--- src/pwmtone_pkg.sv ---
// shared types, constants and codes for the pwm tone melody sequencer
`timescale 1ns / 1ps

package pwmtone_pkg;

   localparam int MELODY_DEPTH_DEF   = 16;
   localparam int TIMER_CLOCK_HZ_DEF = 1000000;

   // slide interval in milliseconds and duty scale in percent
   localparam int SLIDE_STEP_MS = 5;
   localparam int PERCENT_SCALE = 100;

   // widest duty * period product: 100 * 65535 needs 23 bits
   localparam int PRODUCT_W = 23;

   // divide by 100 as multiply by ceil(2^30 / 100) and shift by 30,
   // exact for every product below 2^23
   localparam int              RECIP_W       = 24;
   localparam int              RECIP_SHIFT   = 30;
   localparam logic [RECIP_W-1:0] PERCENT_RECIP = 24'd10737419;

   localparam logic [15:0] PERIOD_MAX = 16'hFFFF;
   localparam logic [6:0]  DUTY_MAX   = 7'd100;

   typedef enum logic [1:0] {
      REQ_TICK   = 2'd0,
      REQ_TONE   = 2'd1,
      REQ_WRITE  = 2'd2,
      REQ_MELODY = 2'd3
   } req_kind_type;

   typedef enum logic [2:0] {
      S_IDLE,
      S_TICK,
      S_LOAD,
      S_RELOAD,
      S_DIV_PERIOD,
      S_MUL,
      S_SCALE,
      S_FINISH
   } seq_state_type;

   typedef struct packed {
      logic [15:0]       freq;
      logic [6:0]        duty;
      logic signed [7:0] slide;
      logic [15:0]       dur;
   } tone_type;

endpackage

--- src/pwmtone_div.sv ---
// iterative restoring divider, one quotient bit per cycle
`timescale 1ns / 1ps

module pwmtone_div #(
   parameter int WIDTH = pwmtone_pkg::PRODUCT_W
) (
   input  logic             clock,
   input  logic             reset,
   input  logic             start,
   input  logic [WIDTH-1:0] dividend,
   input  logic [15:0]      divisor,
   output logic             done,
   output logic [WIDTH-1:0] quotient
);

   localparam int CW = $clog2(WIDTH + 1);
   localparam logic [CW-1:0] LAST = CW'(WIDTH - 1);

   logic [WIDTH-1:0] quo_ff, quo_in;
   logic [15:0]      rem_ff, rem_in;
   logic [15:0]      dsr_ff, dsr_in;
   logic [CW-1:0]    cnt_ff, cnt_in;
   logic             busy_ff, busy_in;
   logic             done_ff, done_in;
   logic [16:0]      shifted;
   logic             fits;

   always_comb begin
      shifted = {rem_ff, quo_ff[WIDTH-1]};
      fits    = shifted >= {1'b0, dsr_ff};
      quo_in  = quo_ff;
      rem_in  = rem_ff;
      dsr_in  = dsr_ff;
      cnt_in  = cnt_ff;
      busy_in = busy_ff;
      done_in = 1'b0;
      if (start) begin
         quo_in  = dividend;
         rem_in  = '0;
         dsr_in  = divisor;
         cnt_in  = '0;
         busy_in = 1'b1;
      end else if (busy_ff) begin
         // shift in the next dividend bit, subtract when it fits
         rem_in = fits ? 16'(shifted - {1'b0, dsr_ff}) : shifted[15:0];
         quo_in = {quo_ff[WIDTH-2:0], fits};
         cnt_in = cnt_ff + CW'(1);
         if (cnt_ff == LAST) begin
            busy_in = 1'b0;
            done_in = 1'b1;
         end
      end
   end

   always_ff @(posedge clock) begin
      if (reset) begin
         busy_ff <= 1'b0;
         done_ff <= 1'b0;
         cnt_ff  <= '0;
      end else begin
         busy_ff <= busy_in;
         done_ff <= done_in;
         cnt_ff  <= cnt_in;
      end
   end

   always_ff @(posedge clock) begin
      quo_ff <= quo_in;
      rem_ff <= rem_in;
      dsr_ff <= dsr_in;
   end

   assign done     = done_ff;
   assign quotient = quo_ff;

endmodule

--- src/pwmtone_store.sv ---
// melody entry memory, one write and one registered read port
`timescale 1ns / 1ps

module pwmtone_store #(
   parameter int DEPTH = pwmtone_pkg::MELODY_DEPTH_DEF,
   parameter int AW    = 4
) (
   input  logic                 clock,
   input  logic                 wr_en,
   input  logic [AW-1:0]        wr_addr,
   input  pwmtone_pkg::tone_type wr_data,
   input  logic [AW-1:0]        rd_addr,
   output pwmtone_pkg::tone_type rd_data
);

   pwmtone_pkg::tone_type mem [DEPTH];
   pwmtone_pkg::tone_type rd_data_ff;

   always_ff @(posedge clock) begin
      if (wr_en) begin
         mem[wr_addr] <= wr_data;
      end
   end

   always_ff @(posedge clock) begin
      rd_data_ff <= mem[rd_addr];
   end

   assign rd_data = rd_data_ff;

endmodule

--- src/pwm_tone_melody_sequencer_core.sv ---
// top level of the pwm tone melody sequencer: sequencer, tone state and outputs
`timescale 1ns / 1ps

// channel   direction  handshake               payload
// req_      in         req_valid / req_stall   req_type, tone fields, entry_index, melody_count
// rsp_      out        rsp_valid / rsp_stall   period_top, compare_value, sound_on, tone/melody
// csr_      in         csr_wr_en               csr_wr_data (mute)
//
// states from the accepting edge to rsp_valid: s_finish for start tone, entry write, zero-count
// start; s_load, s_finish for a melody start (registered memory read); s_tick, s_finish for a
// tick that pauses or ends the melody; s_tick, s_load or s_reload, s_finish if it advances the
// melody or finds zero frequency; a reloading tick waits on the bit-serial period divider
// synchronous active-high reset; the melody memory holds garbage until written
// one request in flight; a new request is taken while the last response waits

module pwm_tone_melody_sequencer_core #(
   parameter int MELODY_DEPTH   = pwmtone_pkg::MELODY_DEPTH_DEF,
   parameter int TIMER_CLOCK_HZ = pwmtone_pkg::TIMER_CLOCK_HZ_DEF
) (
   input  logic              clock,
   input  logic              reset,
   // request channel
   input  logic              req_valid,
   output logic              req_stall,
   input  logic [1:0]        req_type,
   input  logic [15:0]       req_tone_frequency,
   input  logic [6:0]        req_tone_duty,
   input  logic signed [7:0] req_tone_slide,
   input  logic [15:0]       req_tone_duration,
   input  logic [3:0]        req_entry_index,
   input  logic [4:0]        req_melody_count,
   // response channel
   output logic              rsp_valid,
   input  logic              rsp_stall,
   output logic [15:0]       rsp_period_top,
   output logic [15:0]       rsp_compare_value,
   output logic              rsp_sound_on,
   output logic              rsp_tone_active,
   output logic              rsp_melody_active,
   // mute register
   input  logic              csr_wr_en,
   input  logic              csr_wr_data
);

   // memory address width, at least one bit
   localparam int AW = (MELODY_DEPTH > 1) ? $clog2(MELODY_DEPTH) : 1;
   // divider width covers the timer clock and keeps one bit above the 16-bit period
   localparam int HZ_W  = $clog2(TIMER_CLOCK_HZ + 1);
   localparam int DIV_W = (HZ_W > 17) ? HZ_W : 17;
   localparam int SCALED_W = pwmtone_pkg::PRODUCT_W + pwmtone_pkg::RECIP_W;
   localparam logic [DIV_W-1:0] HZ_VALUE = DIV_W'(TIMER_CLOCK_HZ);
   localparam logic [8:0]       DEPTH9   = 9'(MELODY_DEPTH);
   localparam logic [31:0]      SLIDE_MS = 32'(pwmtone_pkg::SLIDE_STEP_MS);

   pwmtone_pkg::seq_state_type state_ff, state_in;

   logic [31:0]       time_now_ff, time_now_in;
   logic [31:0]       tone_begin_ff, tone_begin_in;
   logic [31:0]       slide_mark_ff, slide_mark_in;
   logic [15:0]       tone_length_ff, tone_length_in;
   logic [15:0]       cur_freq_ff, cur_freq_in;
   logic [6:0]        cur_duty_ff, cur_duty_in;
   logic signed [7:0] cur_slide_ff, cur_slide_in;
   logic [15:0]       period_ff, period_in;
   logic [15:0]       pulse_ff, pulse_in;
   logic [4:0]        melody_pos_ff, melody_pos_in;
   logic [4:0]        melody_len_ff, melody_len_in;
   logic              melody_on_ff, melody_on_in;
   logic              paused_ff, paused_in;
   logic              mute_ff;

   logic              rsp_valid_ff, rsp_valid_in;
   logic [15:0]       rsp_period_ff, rsp_period_in;
   logic [15:0]       rsp_compare_ff, rsp_compare_in;
   logic              rsp_sound_ff, rsp_sound_in;
   logic              rsp_tone_ff, rsp_tone_in;
   logic              rsp_melody_ff, rsp_melody_in;

   logic                  accept;
   logic                  rsp_free;
   pwmtone_pkg::req_kind_type kind;
   logic [31:0]           tone_elapsed;
   logic [31:0]           slide_elapsed;
   logic                  tone_running;
   logic signed [17:0]    slide_sum;
   logic [4:0]            pos_next;
   logic [8:0]            pos_next9;
   logic [8:0]            index9;
   logic [8:0]            count9;
   logic [6:0]            duty_eff;
   logic [pwmtone_pkg::PRODUCT_W-1:0] product_ff, product_in;
   logic [SCALED_W-1:0]   scaled;

   logic                  mem_wr_en;
   logic [AW-1:0]         mem_wr_addr;
   logic [AW-1:0]         mem_rd_addr;
   pwmtone_pkg::tone_type mem_wr_data;
   pwmtone_pkg::tone_type mem_rd_data;

   logic                  div_start;
   logic [DIV_W-1:0]      div_dividend;
   logic [15:0]           div_divisor;
   logic                  div_done;
   logic [DIV_W-1:0]      div_quotient;

   assign req_stall = (state_ff != pwmtone_pkg::S_IDLE);
   assign accept    = req_valid && !req_stall;
   assign rsp_free  = !rsp_valid_ff || !rsp_stall;
   assign kind      = pwmtone_pkg::req_kind_type'(req_type);

   // elapsed times wrap modulo 2^32
   assign tone_elapsed  = time_now_ff - tone_begin_ff;
   assign slide_elapsed = time_now_ff - slide_mark_ff;
   assign tone_running  = (tone_elapsed[31:16] == 16'd0) && (tone_elapsed[15:0] < tone_length_ff);

   assign slide_sum = $signed({2'b00, cur_freq_ff}) + $signed({{10{cur_slide_ff[7]}}, cur_slide_ff});
   assign pos_next  = melody_pos_ff + 5'd1;
   assign pos_next9 = {4'd0, pos_next};
   assign index9    = {5'd0, req_entry_index};
   assign count9    = {4'd0, req_melody_count};
   assign duty_eff  = (cur_duty_ff > pwmtone_pkg::DUTY_MAX) ? pwmtone_pkg::DUTY_MAX : cur_duty_ff;
   assign product_in = pwmtone_pkg::PRODUCT_W'(duty_eff) * pwmtone_pkg::PRODUCT_W'(period_ff);
   // registered product times the reciprocal of 100
   assign scaled     = SCALED_W'(product_ff) * SCALED_W'(pwmtone_pkg::PERCENT_RECIP);

   // melody memory: written straight from the request, read ahead of s_load
   assign mem_wr_en         = accept && (kind == pwmtone_pkg::REQ_WRITE) && (index9 < DEPTH9);
   assign mem_wr_addr       = index9[AW-1:0];
   assign mem_wr_data.freq  = req_tone_frequency;
   assign mem_wr_data.duty  = req_tone_duty;
   assign mem_wr_data.slide = req_tone_slide;
   assign mem_wr_data.dur   = req_tone_duration;
   assign mem_rd_addr       = (state_ff == pwmtone_pkg::S_TICK) ? pos_next9[AW-1:0] : '0;

   pwmtone_store #(
      .DEPTH (MELODY_DEPTH),
      .AW    (AW)
   ) u_store (
      .clock   (clock),
      .wr_en   (mem_wr_en),
      .wr_addr (mem_wr_addr),
      .wr_data (mem_wr_data),
      .rd_addr (mem_rd_addr),
      .rd_data (mem_rd_data)
   );

   // divider: timer clock / frequency, started only for a nonzero frequency
   assign div_start    = (state_ff == pwmtone_pkg::S_RELOAD) && (cur_freq_ff != 16'd0);
   assign div_dividend = HZ_VALUE;
   assign div_divisor  = cur_freq_ff;

   pwmtone_div #(
      .WIDTH (DIV_W)
   ) u_div (
      .clock    (clock),
      .reset    (reset),
      .start    (div_start),
      .dividend (div_dividend),
      .divisor  (div_divisor),
      .done     (div_done),
      .quotient (div_quotient)
   );

   // sequencer: next state and all next register values
   always_comb begin
      state_in       = state_ff;
      time_now_in    = time_now_ff;
      tone_begin_in  = tone_begin_ff;
      slide_mark_in  = slide_mark_ff;
      tone_length_in = tone_length_ff;
      cur_freq_in    = cur_freq_ff;
      cur_duty_in    = cur_duty_ff;
      cur_slide_in   = cur_slide_ff;
      period_in      = period_ff;
      pulse_in       = pulse_ff;
      melody_pos_in  = melody_pos_ff;
      melody_len_in  = melody_len_ff;
      melody_on_in   = melody_on_ff;
      paused_in      = paused_ff;
      rsp_valid_in   = rsp_valid_ff && rsp_stall;
      rsp_period_in  = rsp_period_ff;
      rsp_compare_in = rsp_compare_ff;
      rsp_sound_in   = rsp_sound_ff;
      rsp_tone_in    = rsp_tone_ff;
      rsp_melody_in  = rsp_melody_ff;

      case (state_ff)
         pwmtone_pkg::S_IDLE: begin
            if (accept) begin
               case (kind)
                  pwmtone_pkg::REQ_TICK: begin
                     time_now_in = time_now_ff + 32'd1;
                     state_in    = pwmtone_pkg::S_TICK;
                  end
                  pwmtone_pkg::REQ_TONE: begin
                     cur_freq_in    = req_tone_frequency;
                     cur_duty_in    = req_tone_duty;
                     cur_slide_in   = req_tone_slide;
                     tone_length_in = req_tone_duration;
                     tone_begin_in  = time_now_ff;
                     slide_mark_in  = time_now_ff;
                     if (!mute_ff) begin
                        paused_in = 1'b0;
                     end
                     state_in = pwmtone_pkg::S_FINISH;
                  end
                  pwmtone_pkg::REQ_WRITE: begin
                     state_in = pwmtone_pkg::S_FINISH;
                  end
                  pwmtone_pkg::REQ_MELODY: begin
                     if (req_melody_count == 5'd0) begin
                        state_in = pwmtone_pkg::S_FINISH;
                     end else begin
                        // count clamped to the store depth
                        melody_len_in = (count9 > DEPTH9) ? DEPTH9[4:0] : req_melody_count;
                        melody_pos_in = 5'd0;
                        melody_on_in  = 1'b1;
                        state_in      = pwmtone_pkg::S_LOAD;
                     end
                  end
                  default: begin
                     state_in = pwmtone_pkg::S_FINISH;
                  end
               endcase
            end
         end

         pwmtone_pkg::S_TICK: begin
            if (tone_running && !mute_ff) begin
               // slide every 5 ms, saturating to the 16-bit range
               if (slide_elapsed >= SLIDE_MS) begin
                  if (slide_sum < 18'sd0) begin
                     cur_freq_in = 16'd0;
                  end else if (slide_sum > $signed({2'b00, pwmtone_pkg::PERIOD_MAX})) begin
                     cur_freq_in = pwmtone_pkg::PERIOD_MAX;
                  end else begin
                     cur_freq_in = slide_sum[15:0];
                  end
                  slide_mark_in = time_now_ff;
               end
               state_in = pwmtone_pkg::S_RELOAD;
            end else if (melody_on_ff && !mute_ff) begin
               if ((pos_next < melody_len_ff) && (pos_next9 < DEPTH9)) begin
                  melody_pos_in = pos_next;
                  state_in      = pwmtone_pkg::S_LOAD;
               end else begin
                  melody_on_in = 1'b0;
                  state_in     = pwmtone_pkg::S_FINISH;
               end
            end else begin
               paused_in = 1'b1;
               state_in  = pwmtone_pkg::S_FINISH;
            end
         end

         pwmtone_pkg::S_LOAD: begin
            // entry read was issued in the previous cycle
            cur_freq_in    = mem_rd_data.freq;
            cur_duty_in    = mem_rd_data.duty;
            cur_slide_in   = mem_rd_data.slide;
            tone_length_in = mem_rd_data.dur;
            tone_begin_in  = time_now_ff;
            slide_mark_in  = time_now_ff;
            if (!mute_ff) begin
               paused_in = 1'b0;
            end
            state_in = pwmtone_pkg::S_FINISH;
         end

         pwmtone_pkg::S_RELOAD: begin
            // zero frequency is silence; otherwise the divider starts here
            if (cur_freq_ff == 16'd0) begin
               period_in = 16'd0;
               pulse_in  = 16'd0;
               state_in  = pwmtone_pkg::S_FINISH;
            end else begin
               state_in = pwmtone_pkg::S_DIV_PERIOD;
            end
         end

         pwmtone_pkg::S_DIV_PERIOD: begin
            if (div_done) begin
               period_in = (|div_quotient[DIV_W-1:16]) ? pwmtone_pkg::PERIOD_MAX
                                                        : div_quotient[15:0];
               state_in  = pwmtone_pkg::S_MUL;
            end
         end

         pwmtone_pkg::S_MUL: begin
            // duty * period lands in the product register
            state_in = pwmtone_pkg::S_SCALE;
         end

         pwmtone_pkg::S_SCALE: begin
            // divide by 100 through the reciprocal, exact over the product range
            pulse_in = scaled[pwmtone_pkg::RECIP_SHIFT +: 16];
            state_in = pwmtone_pkg::S_FINISH;
         end

         pwmtone_pkg::S_FINISH: begin
            // wait for the response register to free up
            if (rsp_free) begin
               rsp_valid_in   = 1'b1;
               rsp_period_in  = (period_ff != 16'd0) ? (period_ff - 16'd1) : 16'd0;
               rsp_compare_in = (pulse_ff != 16'd0) ? (pulse_ff - 16'd1) : 16'd0;
               rsp_sound_in   = !paused_ff;
               rsp_tone_in    = tone_running;
               rsp_melody_in  = melody_on_ff;
               state_in       = pwmtone_pkg::S_IDLE;
            end
         end

         default: begin
            state_in = pwmtone_pkg::S_IDLE;
         end
      endcase
   end

   always_ff @(posedge clock) begin
      if (reset) begin
         state_ff <= pwmtone_pkg::S_IDLE;
      end else begin
         state_ff <= state_in;
      end
   end

   always_ff @(posedge clock) begin
      if (reset) begin
         time_now_ff    <= '0;
         tone_begin_ff  <= '0;
         slide_mark_ff  <= '0;
         tone_length_ff <= '0;
         cur_freq_ff    <= '0;
         cur_duty_ff    <= '0;
         cur_slide_ff   <= '0;
         period_ff      <= '0;
         pulse_ff       <= '0;
         melody_pos_ff  <= '0;
         melody_len_ff  <= '0;
         melody_on_ff   <= 1'b0;
         paused_ff      <= 1'b1;
         mute_ff        <= 1'b0;
         rsp_valid_ff   <= 1'b0;
      end else begin
         time_now_ff    <= time_now_in;
         tone_begin_ff  <= tone_begin_in;
         slide_mark_ff  <= slide_mark_in;
         tone_length_ff <= tone_length_in;
         cur_freq_ff    <= cur_freq_in;
         cur_duty_ff    <= cur_duty_in;
         cur_slide_ff   <= cur_slide_in;
         period_ff      <= period_in;
         pulse_ff       <= pulse_in;
         melody_pos_ff  <= melody_pos_in;
         melody_len_ff  <= melody_len_in;
         melody_on_ff   <= melody_on_in;
         paused_ff      <= paused_in;
         rsp_valid_ff   <= rsp_valid_in;
         if (csr_wr_en) begin
            mute_ff <= csr_wr_data;
         end
      end
   end

   // duty * period, sampled every cycle and used in s_scale
   always_ff @(posedge clock) begin
      product_ff <= product_in;
   end

   // response payload, held while stalled
   always_ff @(posedge clock) begin
      rsp_period_ff  <= rsp_period_in;
      rsp_compare_ff <= rsp_compare_in;
      rsp_sound_ff   <= rsp_sound_in;
      rsp_tone_ff    <= rsp_tone_in;
      rsp_melody_ff  <= rsp_melody_in;
   end

   assign rsp_valid         = rsp_valid_ff;
   assign rsp_period_top    = rsp_period_ff;
   assign rsp_compare_value = rsp_compare_ff;
   assign rsp_sound_on      = rsp_sound_ff;
   assign rsp_tone_active   = rsp_tone_ff;
   assign rsp_melody_active = rsp_melody_ff;

   // between requests the pulse never exceeds the period it was scaled from
   a_pulse_within_period: assert property (@(posedge clock) disable iff (reset)
      (state_ff == pwmtone_pkg::S_IDLE) |-> (pulse_ff <= period_ff))
      else $error("pulse above period");

   // a playing melody always points inside its length
   a_melody_pos_in_range: assert property (@(posedge clock) disable iff (reset)
      melody_on_ff |-> (melody_pos_ff < melody_len_ff))
      else $error("melody position past length");

   // divider results only arrive while the sequencer waits for them
   a_div_done_expected: assert property (@(posedge clock) disable iff (reset)
      div_done |-> (state_ff == pwmtone_pkg::S_DIV_PERIOD))
      else $error("divider done outside its wait state");

   // an accepted tick moves time forward by one
   a_tick_advances_time: assert property (@(posedge clock) disable iff (reset)
      (accept && kind == pwmtone_pkg::REQ_TICK) |=> (time_now_ff == $past(time_now_ff) + 32'd1))
      else $error("tick did not advance time");

endmodule
--- config.mk ---
export PLATFORM = sky130hd
export DESIGN_NAME = pwm_tone_melody_sequencer_core
export DESIGN_NICKNAME = d
export VERILOG_FILES = /design/src/pwmtone_pkg.sv /design/src/pwmtone_div.sv /design/src/pwmtone_store.sv /design/src/pwm_tone_melody_sequencer_core.sv
export SDC_FILE = /design/constraint.sdc
export NUM_CORES = 2
export LEC_CHECK = 0
export ABC_AREA = 1
export BUFFER_PORTS_ARGS = -buffer_cell sky130_fd_sc_hd__buf_2
export CORE_MARGIN = 8
export CORE_UTILIZATION = 60
export DETAILED_ROUTE_END_ITERATION = 16
export GPL_ROUTABILITY_DRIVEN = 0
export HOLD_SLACK_MARGIN = 0.1
export PLACE_DENSITY = 0.82
export SETUP_SLACK_MARGIN = 0.2
export SYNTH_ARGS = -nofsm -noshare
export SYNTH_HDL_FRONTEND = slang
export SYNTH_SLANG_ARGS = --single-unit
--- constraint.sdc ---
create_clock -name clock -period 7.76 [get_ports clock]
set_input_delay 1.552 -clock clock [delete_from_list [all_inputs] [get_ports clock]]
set_output_delay 1.552 -clock clock [all_outputs]
set_load 0.05 [all_outputs]
==> impl_metrics.tcl <==
set metrics [dict create \
    required_ps 8320 \
    cts_sinks 1108 \
    pre_cts_ws_ps 1410 \
    cts_tree "built" \
    finalCritPeriodShare 0.823 \
    cts_buffers 107 \
    fp.dieArea_um2 116000 \
    cts-root-buf "clkbuf_16" \
    grt_max_degree 240 \
    power.total_mw 20.0 \
    outcome "completed" \
    dominantRegCellSynth "edfxtp_1" \
    topRoutingLayerUsed "met5" \
    power.density_nw_per_um2 291 \
    hold_path_class "register to register" \
    rsz0062_at_grt "false" \
    clk_pin_slew_ps 70 \
    synth_warnings 0 \
    finalSetupViolCount 0 \
    cap_violations 0 \
    port_buffers 100 \
    p_leak_nw 30.3 \
    slowest_delay_ps 600 \
    antenna_found_initial 14 \
    yosysSeqAreaShare 0.477 \
    cp.depth 28 \
    hold_violations 0 \
    avgRoutedWirePerCell_um 20.1 \
    nNetsFinal 7451 \
    dr.pass1.iters 7 \
    slew_violations 0 \
    die_w_um 341 \
    async_reset_ff_frac 0 \
    crit_path_end_kind "register" \
    stdcell_count 8212 \
    drt-met1-wl_mm 63.8 \
    crit_type "register to register" \
    synth-edff-count 803 \
    max_slew_margin 0.136 \
    fin_ws_ps 1370 \
    dr_wl_met2_mm 78.2 \
    syn_nets 7451 \
    cts.htree.levels 3 \
    cp_max_fo 6 \
    worstMarginPinSlew_ps 1300 \
    die_h_um 341 \
    vias_per_cell 5.90 \
    grt_first_pass_wirelength_mm 257 \
    reg2reg_depth 28 \
    place_area_um2 65200 \
    final_area_um2 68800 \
    final_util 0.655 \
    hold_end "cur_slide_ff[3]" \
    timing.rr.start "product_ff[14]" \
    coreArea_um2 105000 \
    route.detailed.drc 0 \
    hold_buffers 0 \
    hp-start "u_store.rd_data[19]" \
    syn_inst 6716 \
    synthDistinctLibCells 51 \
    dp.cells 7998 \
    cts_resized 0 \
    worstHoldPathCells 2 \
    synth_seq_cells 1108 \
    clock_latency_ps 740 \
    cp-start-kind "register" \
    post_cts_buffers 0 \
    routed_wl_mm 165 \
    path_buf_inv 7 \
    finalHoldWorstSlack_ps 424 \
    arrival_ps 6950 \
    ir_worst_vdd_mv 0.279 \
    netlist_area_um2 63400 \
    dr_total_vias 48479 \
    wl_met3_mm 15.5 \
    cp_slowest_cell "fa_1" \
    drtIter0Drc 5528 \
    r2r_setup_slack_ps 1370 \
    tns_ps 0 \
    antenna_left 0 \
    ios 101 \
    drive_gt1_frac 0.0617 \
    num_rows 119 \
    start_util 0.604 \
    grt_remaining_overflow 0 \
    area_growth_pct 8.59 \
    regToRegEndpoint "pulse_ff[15]" \
    syn_area_per_cell_um2 9.44 \
    min_period_ps 6390 \
    clockBufferDepth 3 \
    dpl.hpwl_mm 108 \
    grt_usage 0.276 \
    grt_pass1_vias 47034 \
    fmax_mhz 157 \
    skew_ps 71.2 \
    crit_family "adder cells" \
]
-- area by class of cell --
class                           count  area [um^2]
Fill cell                        7782        36200
Sequential cell                  1108        30200
Multi-Input combinational cell   4402        28700
Inverter                          956         3600
Clock buffer                      155         3050
Tap cell                         1391         1740
Timing Repair Buffer              141          858
Clock inverter                     48          579
Antenna cell                       11         27.5
-- synth_stat cells (4+ instances only) --
| master | number | share of area |
|---|---|---|
| nor3_2 | 4 | 0.00063 |
| a211oi_1 | 8 | 0.00095 |
| o21bai_1 | 206 | 0.024 |
| o221ai_1 | 4 | 0.00055 |
| xnor2_1 | 32 | 0.0044 |
| o31ai_1 | 6 | 0.00071 |
| nor2_2 | 48 | 0.0047 |
| nand4_1 | 48 | 0.0047 |
| nand2_2 | 5 | 0.00049 |
| nand3_1 | 265 | 0.021 |
| nor2_1 | 773 | 0.046 |
| inv_2 | 10 | 0.00059 |
| dfxtp_1 | 305 | 0.096 |
| nand3b_1 | 9 | 0.0011 |
| buf_6 | 5 | 0.00089 |
| or2_2 | 13 | 0.0013 |
| nor4_1 | 13 | 0.0013 |
| o211ai_1 | 7 | 0.00083 |
| ha_1 | 404 | 0.080 |
| inv_1 | 943 | 0.056 |
| o21a_1 | 15 | 0.0018 |
| buf_2 | 22 | 0.0017 |
| buf_1 | 19 | 0.0011 |
| o21ai_0 | 569 | 0.045 |
| a31oi_1 | 99 | 0.0098 |
| clkbuf_1 | 204 | 0.012 |
| nand3_2 | 4 | 0.00063 |
| fa_1 | 267 | 0.084 |
| nand2_1 | 1077 | 0.064 |
| a21oi_1 | 273 | 0.022 |
| a21o_1 | 22 | 0.0026 |
| a32o_1 | 47 | 0.0074 |
| nor3_1 | 55 | 0.0043 |
| xor2_1 | 76 | 0.011 |
| a21boi_0 | 6 | 0.00071 |
| edfxtp_1 | 803 | 0.38 |
| a22oi_1 | 18 | 0.0021 |
| a221oi_1 | 4 | 0.00055 |
-- per-layer routing --
metal | track usage | vias to the layer above
met2 | 0.456 | 2471
met4 | 0.120 | 6
met5 | 0 | -
li1 | - | 22420
met3 | 0.0527 | 469
met1 | 0.354 | 23113
-- state kept, by name, summed over array words and instances (netlist names), 20 cells and up --
| register | count |
|---|---|
| u_store.mem | 752 |
| u_store.rd_data | 47 |
| product_ff | 23 |
| tone_begin_ff | 32 |
| time_now_ff | 32 |
| slide_mark_ff | 32 |
| u_div.quotient | 20 |
-- logic make-up after synthesis --
kind of cell	after synthesis	synth area share
and+or+nand+nor	2331	0.152
AOI/OAI and AO/OA	1292	0.120
buffers and inverters	1206	0.0725
DFF	1108	0.477
adders and majority gates	671	0.164
xor gates and xnor gates	108	0.0149
-- worst reg2reg max path, delay by kind of cell, from the launching register on --
family                     cells  cell delay, ps
AOI/OAI and AO/OA              2             270
adders and majority gates      8            3850
buffers and inverters          7             550
DFF                            1             530
and+or+nand+nor               11            1060
-- cell usage in the layout, fill, tap and decap left out, types with 47 or more instances in the layout --
cell type	count
o21bai_1	206
ha_1	404
nor2_2	47
a32o_1	47
nand2_1	1075
nor2_1	756
inv_1	942
edfxtp_1	803
a31oi_1	99
clkbuf_16	108
nand3_1	265
fa_1	267
a21oi_1	271
dfxtp_1	304
nand4_1	48
buf_2	100
xor2_1	76
nor3_1	55
o21ai_0	569
-- how the worst max path moves through the flow --
stage,from,end
after floorplan,product_ff[6],pulse_ff[8]
after global placement,product_ff[6],pulse_ff[8]
after detailed placement,product_ff[6],pulse_ff[15]
after CTS,product_ff[6],pulse_ff[15]
after global routing,product_ff[6],pulse_ff[15]
final,product_ff[14],pulse_ff[15]
-- power by group --
part,leakage [nW],switching (mW),internal (mW)
Sequential,9.73,0.422,6.93
Combinational,18.8,5.03,2.37
Clock,1.76,2.32,2.97
Note: power is estimated with default switching activity, not from simulation.
